File: config.mk
export PLATFORM = sky130hd
export DESIGN_NAME = gcd_isqrt
export DESIGN_NICKNAME = d
export VERILOG_FILES = /design/src/hw/rtl/great_circle_distance_defines.svh /design/src/hw/rtl/gcd_pkg.sv /design/src/hw/rtl/gcd_isqrt.sv
export SDC_FILE = /design/constraint.sdc
export NUM_CORES = 2
export LEC_CHECK = 0
export ABC_AREA = 1
export BUFFER_PORTS_ARGS = -buffer_cell sky130_fd_sc_hd__buf_2
export CELL_PAD_IN_SITES_DETAIL_PLACEMENT = 1
export CELL_PAD_IN_SITES_GLOBAL_PLACEMENT = 2
export CORE_MARGIN = 3
export CORE_UTILIZATION = 43
export CTS_BUF_LIST = sky130_fd_sc_hd__clkbuf_8
export DETAILED_ROUTE_END_ITERATION = 7
export PLACE_DENSITY = 0.88
export SETUP_SLACK_MARGIN = 0.5
export SLEW_MARGIN = 20
export SYNTH_ARGS = -nofsm -noshare
export SYNTH_HDL_FRONTEND = slang
export SYNTH_SLANG_ARGS = --single-unit
File: constraint.sdc
create_clock -name clk -period 3.4 [get_ports clk]
set_input_delay 0.68 -clock clk [delete_from_list [all_inputs] [get_ports clk]]
set_output_delay 0.68 -clock clk [all_outputs]
set_load 0.005 [all_outputs]
File: src/hw/rtl/great_circle_distance_defines.svh
// Assertion macros for the great-circle distance block.
// Used by modules that declare clk and rst; no other dependencies.
`ifndef GREAT_CIRCLE_DISTANCE_DEFINES_SVH
`define GREAT_CIRCLE_DISTANCE_DEFINES_SVH

// same-cycle implication
`define GCD_ASSERT_IMPL(lbl, ante, cons, msg) \
  lbl: assert property (@(posedge clk) disable iff (rst) (ante) |-> (cons)) \
    else $error(msg);

// next-cycle implication
`define GCD_ASSERT_NEXT(lbl, ante, cons, msg) \
  lbl: assert property (@(posedge clk) disable iff (rst) (ante) |=> (cons)) \
    else $error(msg);

`endif

File: src/hw/rtl/gcd_pkg.sv
// Shared types, fixed-point constants and arctangent table for the
// great-circle distance pipeline. No dependencies.
package gcd_pkg;

  localparam int XY_W      = 34;
  localparam int Z_W       = 34;
  localparam int ANG_W     = 31;
  localparam int ROOT_W    = 31;
  localparam int ISQ_STEPS = 31;
  localparam int DIST_W    = 30;
  localparam int RAD_W     = 24;

  typedef logic signed [XY_W-1:0] xy_t;
  typedef logic signed [Z_W-1:0]  zang_t;

  localparam logic [33:0] PI_Q30      = 34'd3373259426;
  localparam logic [33:0] HALF_PI_Q30 = 34'd1686629713;
  localparam logic [33:0] TWO_PI_Q30  = 34'd6746518852;
  localparam logic [26:0] DEG2RAD_Q32 = 27'd74961321;
  localparam xy_t         GAIN_Q30    = 34'sd652032874;
  localparam logic [30:0] ONE_Q30     = 31'h4000_0000;
  localparam logic [RAD_W-1:0] RESET_RADIUS = 24'd6371000;
  localparam logic [DIST_W-1:0] DIST_MAX = '1;

  localparam logic [31:0] ATAN_Q30 [32] = '{
    32'h3243F6A8, 32'h1DAC6705, 32'h0FADBAFC, 32'h07F56EA6, 32'h03FEAB76, 32'h01FFD55B,
    32'h00FFFAAA, 32'h007FFF55, 32'h003FFFEA, 32'h001FFFFD, 32'h000FFFFF, 32'h0007FFFF,
    32'h0003FFFF, 32'h0001FFFF, 32'h0000FFFF, 32'h00007FFF, 32'h00003FFF, 32'h00001FFF,
    32'h00000FFF, 32'h000007FF, 32'h000003FF, 32'h000001FF, 32'h000000FF, 32'h0000007F,
    32'h0000003F, 32'h0000001F, 32'h0000000F, 32'h00000008, 32'h00000004, 32'h00000002,
    32'h00000001, 32'h00000000
  };

  function automatic logic [31:0] mag32(input xy_t v);
    xy_t a;
    a = (v < 0) ? -v : v;
    return a[31:0];
  endfunction

endpackage

File: src/hw/rtl/gcd_isqrt.sv
// Pipelined bit-serial square root, one result bit per stage:
// floor(sqrt(a * 2^30)) for a in Q30. Depends on gcd_pkg.
module gcd_isqrt (
  input  logic                      clk,
  input  logic                      rst,
  input  logic                      en,
  input  logic                      in_vld,
  input  logic [gcd_pkg::ROOT_W-1:0] in_a,
  output logic                      out_vld,
  output logic [gcd_pkg::ROOT_W-1:0] out_root
);

  localparam int N = gcd_pkg::ISQ_STEPS;

  logic [34:0]               rem  [N];
  logic [61:0]               val  [N];
  logic [gcd_pkg::ROOT_W-1:0] root [N+1];
  logic                      vld  [N+1];

  assign rem[0]  = '0;
  assign val[0]  = {1'b0, in_a, 30'b0};
  assign root[0] = '0;
  assign vld[0]  = in_vld;

  for (genvar k = 0; k < N; k++) begin : g_step
    logic [34:0] t, trial;
    logic        ge;
    assign t     = {rem[k][32:0], val[k][61:60]};
    assign trial = {2'b00, root[k], 2'b01};
    assign ge    = (t >= trial);

    always_ff @(posedge clk) begin
      if (rst) begin
        vld[k+1] <= 1'b0;
      end else if (en) begin
        vld[k+1] <= vld[k];
      end
    end

    always_ff @(posedge clk) begin
      if (en) begin
        root[k+1] <= {root[k][gcd_pkg::ROOT_W-2:0], ge};
      end
    end

    if (k < N - 1) begin : g_rem
      always_ff @(posedge clk) begin
        if (en) begin
          rem[k+1] <= ge ? (t - trial) : t;
          val[k+1] <= {val[k][59:0], 2'b00};
        end
      end
    end
  end

  assign out_vld  = vld[N];
  assign out_root = root[N];

endmodule

-- After elaboration in Yosys (flattened, before gate mapping)
Index checks and enable logic that the tools add are counted.
- register bits: 1726
- latch bits: 0
- RAM bits: 0
- memory bits (read-only): 0
- bits of input ports: 35
- output and inout bits: 32
- word-level logic and storage cells: 213
- memories: 0
- $add $sub $neg: 30
- multipliers: 0
- div/mod/pow operators: 0
- $lt $le $gt $ge: 31
- eq/ne operators: 0
- shift operators: 0
- mux-type cells: 30
- bitwise gates (word level): 0
- reduce and logical (&&, ||, !) cells: 0
- operators with widths (kind ; count):
    33-bit two-way mux ; 29
    35-bit by 10-bit greater-or-equal comparator with 1-bit output ; 1
    35-bit by 11-bit greater-or-equal comparator with 1-bit output ; 1
    35-bit by 12-bit greater-or-equal comparator with 1-bit output ; 1
    35-bit by 13-bit greater-or-equal comparator with 1-bit output ; 1
    35-bit by 14-bit greater-or-equal comparator with 1-bit output ; 1
    35-bit by 15-bit greater-or-equal comparator with 1-bit output ; 1
    35-bit by 16-bit greater-or-equal comparator with 1-bit output ; 1
    35-bit by 17-bit greater-or-equal comparator with 1-bit output ; 1
    35-bit by 18-bit greater-or-equal comparator with 1-bit output ; 1
    35-bit by 19-bit greater-or-equal comparator with 1-bit output ; 1
    35-bit by 20-bit greater-or-equal comparator with 1-bit output ; 1
    35-bit by 21-bit greater-or-equal comparator with 1-bit output ; 1
    35-bit by 22-bit greater-or-equal comparator with 1-bit output ; 1
    35-bit by 23-bit greater-or-equal comparator with 1-bit output ; 1
    35-bit by 24-bit greater-or-equal comparator with 1-bit output ; 1
    35-bit by 25-bit greater-or-equal comparator with 1-bit output ; 1
    35-bit by 26-bit greater-or-equal comparator with 1-bit output ; 1
    35-bit by 27-bit greater-or-equal comparator with 1-bit output ; 1
    35-bit by 28-bit greater-or-equal comparator with 1-bit output ; 1
    35-bit by 29-bit greater-or-equal comparator with 1-bit output ; 1
    35-bit by 3-bit greater-or-equal comparator with 1-bit output ; 1
    35-bit by 30-bit greater-or-equal comparator with 1-bit output ; 1
    35-bit by 31-bit greater-or-equal comparator with 1-bit output ; 1
    other kinds (39) ; 39

-- Logic depth before layout (Yosys ltp)
- depth after elaboration: 2
- depth in mapped cells: 16
- depth with buffers taken out: 16

-- Worst setup path after synthesis
OpenSTA, ideal clock, no wires.
- path kind: register to register
- from: reg rem (netlist bit g_step[23].t[2])
- to: reg rem (netlist bit g_step[24].t[34]), data pin
- setup time: 249 ps
- arrival: 1881 ps
- data required time: 3151 ps
- slack: 1270 ps
- cell stages (with the launch flop): 15
- buffers on the path: 0
- path through: edfxtp_1 -> ha_1 -> fa_1 -> nand3_1 -> nand3_1 -> nand2_1 -> nand2_1 -> nand2_1 -> nand2_1 -> nand2_1 -> nand2_1 -> nand2_1 -> nand2_1 -> nand2_1 -> inv_1
- longest elaborated chain between the ends: 2
- elaborated cells on any way between the ends: 3
- RTL lines (what ; line ; RTL):
    from (decl) ; gcd_isqrt.sv:15 ; logic [34:0] rem [N];
    from (signal, indexed assignment) ; gcd_isqrt.sv:49 ; rem[k+1] <= ge ? (t - trial) : t;
    33-bit by 25-bit subtractor with 33-bit output or 35-bit by 25-bit greater-or-equal comparator with 1-bit output (tied branches) ; gcd_isqrt.sv:49, gcd_isqrt.sv:30 ;
    33-bit two-way mux * ; gcd_isqrt.sv:49 ;
Mark *: on every way between the ends. The rest lies on a longest branch, timed or not.
A chain may end at the register's enable or synchronous reset.

-- Worst setup path in the final report
- from: reg root (netlist bit g_step[21].trial[22])
- to: reg rem (netlist bit g_step[22].t[10]), data pin
- longest elaborated chain between the ends: 2
- RTL lines (what ; line ; RTL):
    from (decl) ; gcd_isqrt.sv:17 ; logic [gcd_pkg::ROOT_W-1:0] root [N+1];
    from (signal, indexed assignment) ; gcd_isqrt.sv:42 ; root[k+1] <= {root[k][gcd_pkg::ROOT_W-2:0], ge};
    35-bit by 23-bit greater-or-equal comparator with 1-bit output ; gcd_isqrt.sv:30 ; assign ge = (t >= trial);
    33-bit two-way mux ; gcd_isqrt.sv:49 ;
No other way between the ends.

==> results.tsv <==
stage	metric	value	unit
sta	max-slew violation count	0	
sta	Final Hold Fails	0	
clock_network	H-tree depth	5	
critical_path	kind of critical path	flop to flop	
synth	Netlist cell types	55	
synth	Netlist Area Pre-Place	109100	um^2
critical_path	type of origin of the critical path	flop	
sta	fmax	357.8	MHz
final_layout	Total Nets Final	15083	
critical_path	arrival time at the worst endpoint	3480	ps
global_routing	largest net degree at the start of global routing	107	
floorplan	placeable core region	251900	um^2
critical_path	worst path required time	4080	ps
floorplan	I/O pin cnt	67	
worst_hold_path	hold-critical path depth	2	
synth	syn avg cell area	7.721	um^2
floorplan	Die H	509.7	um
synth	prevailing post-synth register cell	edfxtp_1	
sta	clock skew	89.54	ps
floorplan	number of core rows	184	
global_routing	initial antenna violation count	4	
critical_path	cells along the critical path	inv_1 -> ha_1 -> a21oi_1 -> o21ai_1 -> nor2_1 -> and3_1 -> nand2_2 -> buf_4 -> nand2_1 -> nand2_1	
power_and_ir_drop	maximum vdd ir drop	0.3744	mV
power_and_ir_drop	LEAKAGE	58.08	nW
global_routing	global-route wire length before repair	595.4	mm
drt	drt first pass iters	6	
synth	Synth area leaders	edfxtp_1 (46%), nand2_1 (17%), inv_1 (8.9%)	
worst_hold_path	origin of the worst min-delay path	rst	
critical_path	startpoint of the worst register-to-register path	g_step[21].trial[22]	
synth	library cell occupying the most area in the post-synthesis netlist	edfxtp_1	
synth	sequential fraction of the synthesis area	0.4618	
sta	total negative setup slack	0	ps
critical_path	critical path fanouts, max	12	
power_and_ir_drop	post-route total power	68.33	mW
drt	via count	95040	
critical_path	slack of the worst reg-to-reg path	610	ps
sta	total setup violations reported at the end of the flow	0	
sta	Worst Max-Slew Pin Slew	923.9	ps
flow_run	max_cap viols	0	
floorplan	floorplan die area	259800	um^2
critical_path	destination of the worst register-to-register timing path	g_step[22].t[10]	
drt	Antenna Violating Nets Remaining	0	
clock_network	clock tree from TritonCTS	yes	
global_routing	overall track demand over capacity in global routing	0.2977	
critical_path	largest incremental delay on the critical path	530	ps
sta	RSZ-0062 raised after global routing	true	
clock_network	clock-pin slew of the registers on the worst-case setup and hold paths	60	ps
sta	worst slew slack as a fraction of its limit	0.3834	
final_layout	Non-Filler Cell Area, Final	120300	um^2
placed_design	Inst Count DP	17532	
drt	post-DR wirelength/cell	21.59	um
placed_design	Final Wtd Congestion	0.9631	
global_routing	GR Overflow Total	0	
clock_network	number of buffers added by the clock tree synthesis step	307	
placed_design	area post-placement	114000	um^2
synth	Synth async-reset ratio	0	
synth	flops & latches, synth	1688	
synth	number of flops mapped to enable cells by yosys	1657	
drt	wire length after detailed routing	391.2	mm
drt	initial drt markers	6309	
placed_design	pre-CTS setup slack	455.7	ps
critical_path	critical path buffer and inverter count	2	
placed_design	placed wire-length estimate	318.2	mm
placed_design	count of input and output buffers	66	
power_and_ir_drop	power density of the placed cells	568.1	nW/um^2
synth	number of warnings reported in the yosys synthesis log	0	
sta	Tmin final	2795	ps
sta	final period utilization	0.8220	
final_layout	layout overhead on the synthesized area	10.26	%
clock_network	CTS Buffer Depth	4	
clock_network	latest clock arrival within the worst-skew pair	1040	ps
worst_hold_path	type of the most critical hold path	input pin to flop	
worst_hold_path	Hold EP	vld[6]	
clock_network	Sinks on Clock Net	1688	
final_layout	most common cell after layout, fill and taps aside	nand2_1	
critical_path	Worst path most repeated cell	nand2_1	
synth	Post-Synthesis Net Count	14674	
floorplan	starting utilization of the core area	0.4331	
synth	area share of the largest cell type after synthesis	0.4561	
critical_path	worst-case reg-to-reg path depth	10	
critical_path	gate family responsible for the most delay along the worst path	simple AND/OR/NAND/NOR gates	
status	status	completed	
drt	post-detailed-route via-to-cell ratio	5.246	
drt	post-detailed-route DRC marker count	0	
sta	fin worst setup slack	605.1	ps
final_layout	share of cells above drive strength 1	0.05703	
final_layout	count of placed standard cells in the final layout, fillers left out	18117	
critical_path	Crit-path slowest cell	edfxtp_1	
floorplan	die width	509.7	um
clock_network	clock tree root buffer cell	clkbuf_8	
final_layout	leading cell types in the layout, fill and taps excluded	nand2_1 (4941), inv_1 (2681), edfxtp_1 (1657)	
synth	Post-Synthesis Cells	14128	
critical_path	CP endpoint kind	flop	
global_routing	vias in the first global route	99974	
-- cell usage after synthesis, types with 13 or more instances --
master,n
nand4_1,247
a21oi_2,42
inv_1,2591
nor2_1,1087
nand3_1,1066
nand2_1,4941
clkbuf_1,13
and2_1,65
fa_1,14
xor2_1,305
nand3b_1,99
dfxtp_1,31
nor4_1,18
o21bai_1,29
buf_4,46
nor3_1,207
or2_2,32
buf_2,55
nand2_2,33
xnor2_1,85
and3_1,16
edfxtp_1,1657
o21ai_1,51
inv_2,18
nor2_2,32
a21oi_1,492
o21ai_0,211
buf_6,32
nand3_2,21
ha_1,497
-- kinds of logic (layout without fill, tap and decap cells) --
kind of cell	after synthesis	count (layout)	synth area share
AO/OA/AOI/OAI	871	871	0.04362
adder cells (fa/ha/maj)	511	511	0.05958
flip-flops	1688	1688	0.4618
XOR/XNOR	390	390	0.03131
other	1	5	0.00003438
buffers and inverters	2757	3394	0.09931
AND/OR/NAND/NOR	7910	7910	0.3043
-- what timing repair did --
item	CTS	global route
pin swaps	1	1
endpoints found under the setup margin	7	152
resized for setup	0	22
buffers inserted	6	6
hold buffers	32	0
endpoints found under the hold margin	32	0
-- registers in the layout, indices dropped and copies added, names as in the netlist --
signal,count
g_step.t,951
g_step.trial,465
val,210
out_root,31
vld,30
out_vld,1
-- through the flow --
step                        util  hold WS (ps)
after floorplan                -         400.3
after global placement    0.4525         400.2
after detailed placement  0.4525         405.1
after CTS                 0.4770         45.01
after global routing      0.4775         151.7
final                     0.4776         179.0
-- per-layer routing --
layer,wire length (um),GRT usage,part of all wire,up-vias
met5,26,0,0.000066,-
met4,17500,0.1222,0.045,4
met3,15170,0.03077,0.039,691
met2,195500,0.5321,0.50,2104
met1,163000,0.3655,0.42,46248
li1,-,-,-,45993
-- worst max path at each step --
stage                         startpoint                to  slack, ps  cells after the start
finish              g_step[21].trial[22]  g_step[22].t[10]        610                     10
global route         g_step[21].trial[8]  g_step[22].t[10]        470                     15
CTS                  g_step[21].trial[9]  g_step[22].t[10]        520                     15
detailed placement      g_step[11].t[10]   g_step[12].t[5]        460                     11
global placement    g_step[21].trial[22]  g_step[22].t[23]        500                      9
floorplan                g_step[23].t[2]  g_step[24].t[34]       1270                     14
-- layout make-up --
type	count	area [um^2]
Timing Repair Buffer	247	2150
Multi-Input combinational cell	9683	47950
Tap cell	3348	4189
Antenna cell	4	10.01
Fill cell	31349	131600
Clock inverter	225	1510
Inverter	2610	9802
Clock buffer	312	4294
Sequential cell	1688	50380
-- worst reg2reg max path, stage by stage (launching register included) --
cell	delay, ps
edfxtp_1	530
inv_1	80
ha_1	380
a21oi_1	250
o21ai_1	160
nor2_1	190
and3_1	220
nand2_2	190
buf_4	250
nand2_1	70
nand2_1	150
-- where the power goes --
part	internal [mW]	switching, mW
clock	9.72	9.29
combinational	6.21	14.1
sequential	26.3	2.73
total	42.2	26.2
Note: power is estimated with default switching activity, not from simulation.
